$ cat src/hw/rtl/rpwf_mod.sv
// Bit-serial remainder unit: dividend modulo a small ring length.
// Standalone; one dividend bit per cycle, used by the reorder window top level.
module rpwf_mod #(
  parameter int DW = 57,
  parameter int RW = 9
) (
  input  logic          clk,
  input  logic          rst,
  input  logic          start,
  input  logic [DW-1:0] dividend,
  input  logic [RW-1:0] divisor,
  output logic          done,
  output logic [RW-1:0] rem
);

  localparam int CW = $clog2(DW + 1);

  logic          busy;
  logic [CW-1:0] cnt;
  logic [DW-1:0] dvd;
  logic [RW:0]   trial;

  assign trial = {rem, dvd[DW-1]};
  assign done  = busy && (cnt == '0);

  always_ff @(posedge clk) begin
    if (rst) begin
      busy <= 1'b0;
      cnt  <= '0;
    end else if (start) begin
      busy <= 1'b1;
      cnt  <= CW'(DW);
      dvd  <= dividend;
      rem  <= '0;
    end else if (busy) begin
      if (cnt == '0) begin
        busy <= 1'b0;
      end else begin
        cnt <= cnt - CW'(1);
        dvd <= {dvd[DW-2:0], 1'b0};
        if (trial >= {1'b0, divisor}) begin
          rem <= RW'(trial - {1'b0, divisor});
        end else begin
          rem <= RW'(trial);
        end
      end
    end
  end

endmodule

$ cat config.mk
export PLATFORM = sky130hd
export DESIGN_NAME = rpwf_mod
export DESIGN_NICKNAME = d
export VERILOG_FILES = /design/src/hw/rtl/rpwf_mod.sv
export SDC_FILE = /design/constraint.sdc
export NUM_CORES = 1
export LEC_CHECK = 0
export BUFFER_PORTS_ARGS = -buffer_cell sky130_fd_sc_hd__buf_4
export CAP_MARGIN = 20
export CORE_ASPECT_RATIO = 1.1
export CORE_MARGIN = 2
export CORE_UTILIZATION = 54
export CTS_CLUSTER_DIAMETER = 150
export DETAILED_ROUTE_END_ITERATION = 6
export PLACE_DENSITY = 0.84
export SYNTH_ARGS = -nofsm -noshare
export SYNTH_HDL_FRONTEND = slang
export SYNTH_SLANG_ARGS = --single-unit
$ cat constraint.sdc
create_clock -name clk -period 7.1 [get_ports clk]
set_clock_uncertainty 0.2 [all_clocks]
set_input_delay 1.42 -clock clk [delete_from_list [all_inputs] [get_ports clk]]
set_output_delay 1.42 -clock clk [all_outputs]
set_load 0.03 [all_outputs]
Word level (Yosys, flattened, before mapping)
Cells that the tools add are included.

Reduce and logical (&&, ||, !) cells: 7. $lt $le $gt $ge: 1. Bitwise operators: 2. Add/sub/neg operators: 2. Muxes and demuxes: 12. Equality and inequality tests: 1.

Operators with widths (number): two-way mux 57 bit (3); two-way mux 9 bit (3); two-way mux 6 bit (3); >= comparator 10 x 9 -> 1 bit (1); subtractor 9 bit (1); logical NOT 6 bit (1); subtractor 6 x 1 -> 6 bit, second input constant (1); AND reduction 2 bit (2); two-way mux 1 bit (3); AND reduction 3 bit (1); != test 2 bit, second input constant (1); NOT 1 bit (2); nonzero test 2 bit (1); OR reduction 2 bit (1); logical AND 1 bit (1).

Register bits after elaboration: 73. Output and inout bits: 10.

Longest topological paths before layout
Gate-level depths: netlist of run 1.

Word-level depth: 4. Depth in mapped cells: 10. Mapped depth without buffers: 9.

Least setup slack after synthesis of run 1
Ideal clock, no wire load.

Path type: input to register. Start: input start. End: register dvd[0], enable pin. Path slack: 1637 ps. Cell stages on the path: 4. Path buffers: 2. Arrival time: 4772 ps. Path through: clkbuf_1 -> clkbuf_1 -> nor2_1 -> nor2_1.

Word-level cells in the longest chain between the ends: 2.

RTL lines: start: declaration (RTL line 9) `input logic start,`; != test 2 bit (no source line) / nonzero test 2 bit (equally long branches); AND reduction 3 bit (no source line) (*); end signal: assignment (RTL line 33) `dvd <= dividend;`; end signal: assignment (RTL line 40) `dvd <= {dvd[DW-2:0], 1'b0};`; end: declaration (RTL line 20) `logic [DW-1:0] dvd;`.

Every way passes the cells marked *; elsewhere a longest branch is shown, timed or not. A chain may end at the register's enable or synchronous reset.

Worst setup path in the final report of run 1
Start: input start. End: register dvd[17], enable pin.

Same word-level chain as after synthesis.

==> results of run 1 <==
==> worst paths after layout <==
kind | startpoint | endpoint
worst min register to register | dvd[29]$_DFFE_PP_ | dvd[30]$_DFFE_PP_
worst max register to register | cnt[0]$_SDFFE_PP0P_ | dvd[17]$_DFFE_PP_
worst min-delay path | dvd[29]$_DFFE_PP_ | dvd[30]$_DFFE_PP_
worst max-delay path | start | dvd[17]$_DFFE_PP_
==> cell type report <==
type | instances | area, um2 | area share (%)
flip-flops and latches | 73 | 2120 | 47.8
multi-input cells | 151 | 1360 | 30.7
repair buffers | 79 | 593 | 13.4
clock buffers | 14 | 184 | 4.15
well taps | 82 | 103 | 2.31
inverters | 17 | 63.8 | 1.44
clock inverters | 2 | 10.0 | 0.226
==> routing by layer <==
metal | track usage [%] | vias to the layer above | wire, um
li1 | - | 1098 | -
met3 | 5.90 | 11 | 350
met1 | 22.7 | 1038 | 2700
met4 | 7.27 | 0 | 111
met5 | 0 | - | 0
met2 | 29.0 | 61 | 3110
==> power breakdown <==
group          switching, mW  internal (mW)
clock                  0.144          0.167
sequential            0.0131          0.510
combinational         0.0898         0.0948
==> sequential cells by signal (all words and copies together) (netlist names) <==
signal	count
busy	1
cnt	6
dvd	57
rem	9
==> through the flow <==
step                total power [mW]  setup slack [ps]
floorplan                      0.660              1640
global placement               0.711              3070
detailed placement             0.717              3050
finish                          1.02              3440
global route                    1.06              3260
CTS                             1.03              3420
==> layout by cell type, fill, tap and decap left out, types with 2 or more instances in the layout <==
master and instances:
a211oi_1 4, a21o_1 5, a21oi_1 10, buf_4 79
clkbuf_1 2, clkbuf_8 11, clkinv_2 2, dfxtp_1 7
edfxtp_1 66, ha_1 11, inv_1 17, mux2_2 56
mux2i_1 5, nand2_1 4, nand3_1 6, nor2_1 13
nor2b_1 3, o21ai_0 2, xnor2_1 5, xor2_1 5
==> cell families after synthesis <==
group / Yosys count / synth area share [%]
flops: 73 / 59.0
mux: 61 / 18.9
simple gates: 38 / 5.53
compound gates: 30 / 6.33
buf+inv: 29 / 3.37
fa+ha+maj: 12 / 4.38
xor+xnor: 10 / 2.44
==> results.json, run 1 <==
{
  "fin_cells": 418,
  "async_reset_ff_share_pct": 0,
  "fp.dieW_um": 81.8,
  "antenna_found_initial": 0,
  "ys_ff_latch": 73,
  "cts_hold_buf": 0,
  "synth_top_area_share_pct": 55.1,
  "rows": 31,
  "r2r_cells": 7,
  "worst_slew_pin_slew_ps": 830,
  "grt_max_degree": 72,
  "die_y_um": 89.6,
  "start_util_pct": 55.2,
  "dp.cells": 402,
  "hold_violations": 0,
  "drc": 0,
  "slew_headroom_pct": 44.7,
  "synth_area_leaders": "edfxtp_1 (55%), mux2_2 (18%), dfxtp_1 (3.9%)",
  "p_leak_nw": 1.77,
  "viasPerCell": 5.28,
  "critPathTopFamily": "buffers and inverters",
  "cp.arrival_ps": 3440,
  "finalWorstPathRequiredPeriod_ps": 3660,
  "cts_tree": "built",
  "peakVddDrop_v": 0.000181,
  "cp_slowest_cell": "buf_4",
  "drt_iter0_drc": 116,
  "crit_required_ps": 6880,
  "clk_latency_ps": 350,
  "ant_nets": 0,
  "setup_viol": 0,
  "hold_path_class": "reg2reg",
  "die_area_um2": 7330,
  "cp-end-kind": "flop",
  "cp_num_buf_inv": 2,
  "hold_ws_ps": 343,
  "hpwl_mm": 4.37,
  "yosysUniqueCellTypes": 42,
  "synth_ff_type": "edfxtp_1",
  "nets": 412,
  "n_antenna_cell": 0,
  "outcome": "finished, final reports clean",
  "yosysSeqAreaShare_pct": 59.0,
  "placed_area_um2": 4240,
  "cts_sinks": 73,
  "pwr_density_cell_nw_per_um2": 230,
  "post-synth-top-count-cell": "edfxtp_1",
  "syn_nets": 334,
  "cts_setup_buffers": 0,
  "core_um2": 6520,
  "synth_cells": 253,
  "design_area_um2": 4440,
  "rsz0062_at_grt": "false",
  "grt_pass1_wl_mm": 9.59,
  "fin_crit_sh_pct": 51.5,
  "synth_edf_count": 66,
  "drtPass1Iterations": 4,
  "place_congestion": 0.721,
  "synth_commonest_cells": "edfxtp_1 (66), mux2_2 (56), inv_1 (17), nor2_1 (14), ha_1 (11)",
  "clockBufferDepth": 2,
  "setup-tns-final_ps": 0,
  "critical_path_class": "in2reg",
  "r2r_slack_ps": 4350,
  "setup.worst_path.start_class": "input pin",
  "wl_mm": 6.28,
  "ctsResizeCount": 0,
  "htree_levels": 3,
  "drv_cap": 0,
  "numCtsBuffers": 9,
  "cp_common_cell": "buf_4",
  "yosys_warnings": 0,
  "cp_max_fo": 71,
  "slowest_delay_ps": 620,
  "post-route-util_pct": 68.1,
  "io_buffers": 78,
  "cts_root_buf": "clkbuf_8",
  "grt_overflow_total": 0,
  "fmax_ghz": 0.273,
  "track_usage_pct": 18.0,
  "clk_pin_slew_ps": 80,
  "cp.depth": 4,
  "drive_above_1_share_pct": 46.4,
  "avgSynthCellArea_um2": 14.2,
  "syn2layout_area_growth_pct": 23.3,
  "fillers": 486,
  "ioPinCount": 79,
  "hold_depth": 1,
  "yosysTopAreaCell": "edfxtp_1",
  "crit_chain": "buf_4 -> nor2_1 -> nor2_4 -> buf_4",
  "syn_area_um2": 3600,
  "vias": 2208,
  "slew_violations": 0,
  "grt_pass1_vias": 2110,
  "wl_per_cell_um": 15.0
}
(Power assumes the default switching activity.)
==> inputs of run 2 (changes only) <==
--- a/config.mk
+++ b/config.mk
@@ -9,10 +9,10 @@
 export CAP_MARGIN = 20
 export CORE_ASPECT_RATIO = 1.1
 export CORE_MARGIN = 2
-export CORE_UTILIZATION = 54
+export CORE_UTILIZATION = 49
 export CTS_CLUSTER_DIAMETER = 150
 export DETAILED_ROUTE_END_ITERATION = 6
-export PLACE_DENSITY = 0.84
+export PLACE_DENSITY = 0.81
 export SYNTH_ARGS = -nofsm -noshare
 export SYNTH_HDL_FRONTEND = slang
 export SYNTH_SLANG_ARGS = --single-unit
==> constraint.sdc (replaced) <==
create_clock -name clk -period 3.1 [get_ports clk]
set_clock_uncertainty 0.2 [all_clocks]
set_input_delay 0.62 -clock clk [delete_from_list [all_inputs] [get_ports clk]]
set_output_delay 0.62 -clock clk [all_outputs]
set_load 0.03 [all_outputs]
==> run 2 against run 1 <==
Register-to-register slack got worse by 3900 ps. Critical path type is now reg2reg. Clock power up 140%. Critical path depth rose by 3. Total power increased by 130%. Routed wire length is 1.1% higher. Non-clock buffer count grew 1. Global-route usage is 0.85 points lower.
==> results.json, run 2 (synthesis gave the netlist of run 1 again) <==
{
  "crit_chain": "inv_1 -> ha_1 -> inv_1 -> o31a_4 -> nor2_1 -> nor2_4 -> buf_4",
  "core_um2": 7050,
  "cp.arrival_ps": 2440,
  "clockBufferDepth": 2,
  "ioPinCount": 79,
  "setup.worst_path.start_class": "flop",
  "p_leak_nw": 1.77,
  "grt_pass1_wl_mm": 10.6,
  "grt_busiest_layer": "met2",
  "clk_latency_ps": 340,
  "die_y_um": 93.8,
  "cp_max_fo": 49,
  "placed_area_um2": 4250,
  "cp_slowest_cell": "buf_4",
  "io_buffers": 78,
  "critPathTopFamily": "buffers and inverters",
  "layout_common_cells": "buf_4 (80), edfxtp_1 (66), mux2_2 (56)",
  "slew_violations": 0,
  "cp_common_cell": "inv_1",
  "critical_path_class": "reg2reg",
  "slew_headroom_pct": 44.3,
  "post-route-util_pct": 63.1,
  "fp.dieW_um": 85.7,
  "worst_slew_pin_slew_ps": 836,
  "preCtsSetupSlack_ps": 240,
  "grt_use_met2_pct": 27.3,
  "pwr_density_cell_nw_per_um2": 529,
  "wl_per_cell_um": 15.0,
  "grt.met3_usage_pct": 4.75,
  "largest_reg_flops": 57,
  "grt_pass1_vias": 2288,
  "grt_overflow_total": 0,
  "fin_cells": 422,
  "track_usage_pct": 17.2,
  "hold_ws_ps": 325,
  "setup_viol": 0,
  "top_register": "dvd",
  "n_antenna_cell": 0,
  "setup-tns-final_ps": 0,
  "cts_root_buf": "clkbuf_8",
  "slowest_delay_ps": 620,
  "syn2layout_area_growth_pct": 23.6,
  "drive_above_1_share_pct": 46.9,
  "cts_tree": "built",
  "fin_crit_sh_pct": 85.9,
  "worst_slack_ps": 436,
  "vias": 2179,
  "place_congestion": 0.754,
  "wl_mm": 6.35,
  "grt_max_degree": 71,
  "mostFrequentLayoutCell": "buf_4",
  "cts_setup_buffers": 0,
  "htree_levels": 3,
  "peakVddDrop_v": 0.000299,
  "antenna_found_initial": 0,
  "power_mw": 2.35,
  "ant_nets": 0,
  "outcome": "finished, final reports clean",
  "viasPerCell": 5.16,
  "design_area_um2": 4450,
  "ctsResizeCount": 0,
  "hold_path_class": "in2reg",
  "drv_cap": 0,
  "drc": 0,
  "drtPass1Iterations": 4,
  "finalWorstPathRequiredPeriod_ps": 2660,
  "dp.cells": 406,
  "cp-end-kind": "flop",
  "rsz0062_at_grt": "false",
  "rows": 32,
  "crit_required_ps": 2870,
  "largestRegisters": "dvd x57, rem x9, cnt x6",
  "die_area_um2": 8040,
  "hpwl_mm": 4.22,
  "cts_hold_buf": 0,
  "met1_usage_pct": 22.1,
  "clk_pin_slew_ps": 80,
  "nets": 413,
  "cp_num_buf_inv": 3,
  "drt_iter0_drc": 118,
  "fillers": 576,
  "start_util_pct": 51.0,
  "hold_violations": 0,
  "numCtsBuffers": 9,
  "fmax_ghz": 0.375,
  "cts_sinks": 73
}
run 2: final timing paths:
check                                    startpoint                  end  slack (ps)  depth (start not counted)
worst max register to register  cnt[0]$_SDFFE_PP0P_     dvd[2]$_DFFE_PP_         440                          7
worst max-delay path            cnt[0]$_SDFFE_PP0P_     dvd[2]$_DFFE_PP_         440                          7
worst min register to register    dvd[14]$_DFFE_PP_    dvd[15]$_DFFE_PP_         350                          1
worst min-delay path                            rst  cnt[4]$_SDFFE_PP0P_         320                          2
run 2: per-layer routing:
metal  part of all wire (%)  vias to the layer above
li1                       -                     1102
met1                     45                     1019
met4                   0.98                        0
met2                     49                       51
met3                    4.8                        7
met5                      0                        -
run 2: cell type report:
| cell class | count | area, um2 | share of cell area, % |
|---|---|---|---|
| Sequential cell | 73 | 2120 | 47.7 |
| Timing Repair Buffer | 80 | 601 | 13.5 |
| Inverter | 17 | 63.8 | 1.44 |
| Tap cell | 85 | 106 | 2.39 |
| Multi-Input combinational cell | 151 | 1360 | 30.6 |
| Clock buffer | 9 | 124 | 2.79 |
| Clock inverter | 7 | 68.8 | 1.55 |
run 2: report_power, final:
part	total [mW]	switching, mW	internal (mW)	leakage (nW)
logic	0.420	0.202	0.218	0.989
registers	1.20	0.0297	1.17	0.688
clock network	0.734	0.364	0.370	0.0970
total	2.35	0.596	1.76	1.77
==> inputs of run 3 (changes only) <==
--- a/config.mk
+++ b/config.mk
@@ -5,14 +5,16 @@
 export SDC_FILE = /design/constraint.sdc
 export NUM_CORES = 1
 export LEC_CHECK = 0
-export BUFFER_PORTS_ARGS = -buffer_cell sky130_fd_sc_hd__buf_4
+export BUFFER_PORTS_ARGS = -buffer_cell sky130_fd_sc_hd__clkbuf_2
 export CAP_MARGIN = 20
 export CORE_ASPECT_RATIO = 1.1
 export CORE_MARGIN = 2
 export CORE_UTILIZATION = 49
 export CTS_CLUSTER_DIAMETER = 150
 export DETAILED_ROUTE_END_ITERATION = 6
+export MAX_ROUTING_LAYER = met4
 export PLACE_DENSITY = 0.81
+export RECOVER_POWER = 25
 export SYNTH_ARGS = -nofsm -noshare
 export SYNTH_HDL_FRONTEND = slang
 export SYNTH_SLANG_ARGS = --single-unit
==> run 3 against run 2 <==
The run now ends with capacitance limit, slew limit left. Fmax down 0.35%. Final area down 4.5%. Die area unchanged. Routed wire length down 0.39%. Register-to-register slack about the same. Critical endpoint is now rem[3]$_SDFFCE_PP0P_. Largest cell class unchanged. Largest power group unchanged.
==> results.json, run 3 (synthesis gave the netlist of run 1 again) <==
{
  "outcome": "finished, violations left",
  "violations": "capacitance limit, slew limit",
  "cp_slowest_cell": "o211a_1",
  "cp_num_buf_inv": 2,
  "fp.dieW_um": 85.7,
  "cts_setup_buffers": 0,
  "p_leak_nw": 1.69,
  "drc": 0,
  "numCtsBuffers": 9,
  "slew_headroom_pct": -6.25,
  "largestRegisters": "dvd x57, rem x9, cnt x6",
  "hold_ws_ps": 327,
  "die_y_um": 93.8,
  "setup.worst_path.start_class": "flop",
  "critPathTopFamily": "compound AO/OA/AOI/OAI gates",
  "grt_pass1_vias": 2228,
  "timing.rr.start": "dvd[56]$_DFFE_PP_",
  "worst_slew_pin_slew_ps": 1590,
  "wl_mm": 6.32,
  "cts_tree": "built",
  "io_buffers": 78,
  "clk_pin_slew_ps": 80,
  "syn2layout_area_growth_pct": 18.0,
  "drtPass1Iterations": 4,
  "slew_violations": 71,
  "r2r_end": "rem[3]$_SDFFCE_PP0P_",
  "setup-tns-final_ps": 0,
  "cp.arrival_ps": 2500,
  "drive_above_1_share_pct": 43.2,
  "largest_reg_flops": 57,
  "n_antenna_cell": 0,
  "rows": 32,
  "r2r_cells": 9,
  "track_usage_pct": 17.2,
  "slowest_delay_ps": 480,
  "htree_levels": 3,
  "cp_common_cell": "inv_1",
  "cp_max_fo": 13,
  "place_congestion": 0.805,
  "cp-end-kind": "flop",
  "drv_cap": 1,
  "layout_common_cells": "clkbuf_2 (69), edfxtp_1 (66), mux2_2 (56)",
  "vias": 2206,
  "die_area_um2": 8040,
  "cp.depth": 9,
  "cts_hold_buf": 0,
  "setup_viol": 0,
  "clockBufferDepth": 2,
  "hold_path_class": "reg2reg",
  "pwr_density_cell_nw_per_um2": 560,
  "hold_violations": 0,
  "crit_chain": "inv_1 -> ha_1 -> inv_1 -> fa_1 -> a21oi_1 -> a211o_1 -> o211a_1 -> mux2i_1 -> nor2_1",
  "mostFrequentLayoutCell": "clkbuf_2",
  "peakVddDrop_v": 0.000356,
  "cp-endpoint": "rem[3]$_SDFFCE_PP0P_",
  "grt_overflow_total": 0,
  "ant_nets": 0,
  "viasPerCell": 5.24,
  "finalWorstPathRequiredPeriod_ps": 2670,
  "cts_sinks": 73,
  "cts_root_buf": "clkbuf_8",
  "start_util_pct": 51.0,
  "ioPinCount": 79,
  "clk_latency_ps": 330,
  "top_register": "dvd",
  "antenna_found_initial": 0,
  "cp-startpoint": "dvd[56]$_DFFE_PP_",
  "critical_path_class": "reg2reg",
  "rsz0062_at_grt": "false",
  "nets": 413,
  "grt_max_degree": 71,
  "grt_pass1_wl_mm": 10.2,
  "wl_per_cell_um": 15.0,
  "hold_depth": 2,
  "r2r_slack_ps": 430,
  "fmax_ghz": 0.374,
  "ctsResizeCount": 0,
  "fin_crit_sh_pct": 86.2,
  "core_um2": 7050,
  "hpwl_mm": 4.29,
  "drt_iter0_drc": 84,
  "crit_required_ps": 2930
}
## run 3: layer usage
layer	wire length [um]	GRT usage, %
met2	3180	27.1
met1	2790	21.8
met5	0	-
met3	284	4.39
met4	68	5.56
## run 3: where the power goes
group,switching (mW),internal (mW)
Clock,0.346,0.445
Sequential,0.0304,1.17
Combinational,0.201,0.186
Total,0.578,1.80
## run 3: stage by stage
stage	instance area [um2]	setup WS, ps	instances	util [%]	power [mW]
2_1_floorplan	3600	263	253	-	1.51
3_3_place_gp	4060	252	406	57.6	1.60
3_5_place_dp	4060	211	406	57.6	1.61
4_1_cts	4270	389	421	60.5	2.40
5_1_grt	4240	191	421	60.2	2.49
6_report	4240	427	421	60.2	2.38
## run 3: final cells by class
type / instances / area (um2)
clock inverter: 6 / 83.8
fill: 575 / 2800
timing repair buffer: 80 / 390
sequential: 73 / 2120
clock buffer: 9 / 124
tap: 85 / 106
inverter: 17 / 63.8
multi-input combinational: 151 / 1350
## run 3: worst min-delay path by stage
stage                          end                 from
6_report       cnt[1]$_SDFFE_PP0P_  cnt[1]$_SDFFE_PP0P_
5_1_grt          dvd[43]$_DFFE_PP_    dvd[42]$_DFFE_PP_
4_1_cts           dvd[4]$_DFFE_PP_     dvd[3]$_DFFE_PP_
3_5_place_dp     dvd[34]$_DFFE_PP_    dvd[33]$_DFFE_PP_
3_3_place_gp     dvd[41]$_DFFE_PP_    dvd[40]$_DFFE_PP_
2_1_floorplan    dvd[50]$_DFFE_PP_    dvd[49]$_DFFE_PP_
## run 3: worst register-to-register path, stage by stage, from the launching register on
cell and delay (ps):
edfxtp_1 370, inv_1 90, ha_1 150, inv_1 50
fa_1 420, a21oi_1 170, a211o_1 130, o211a_1 480
mux2i_1 260, nor2_1 60
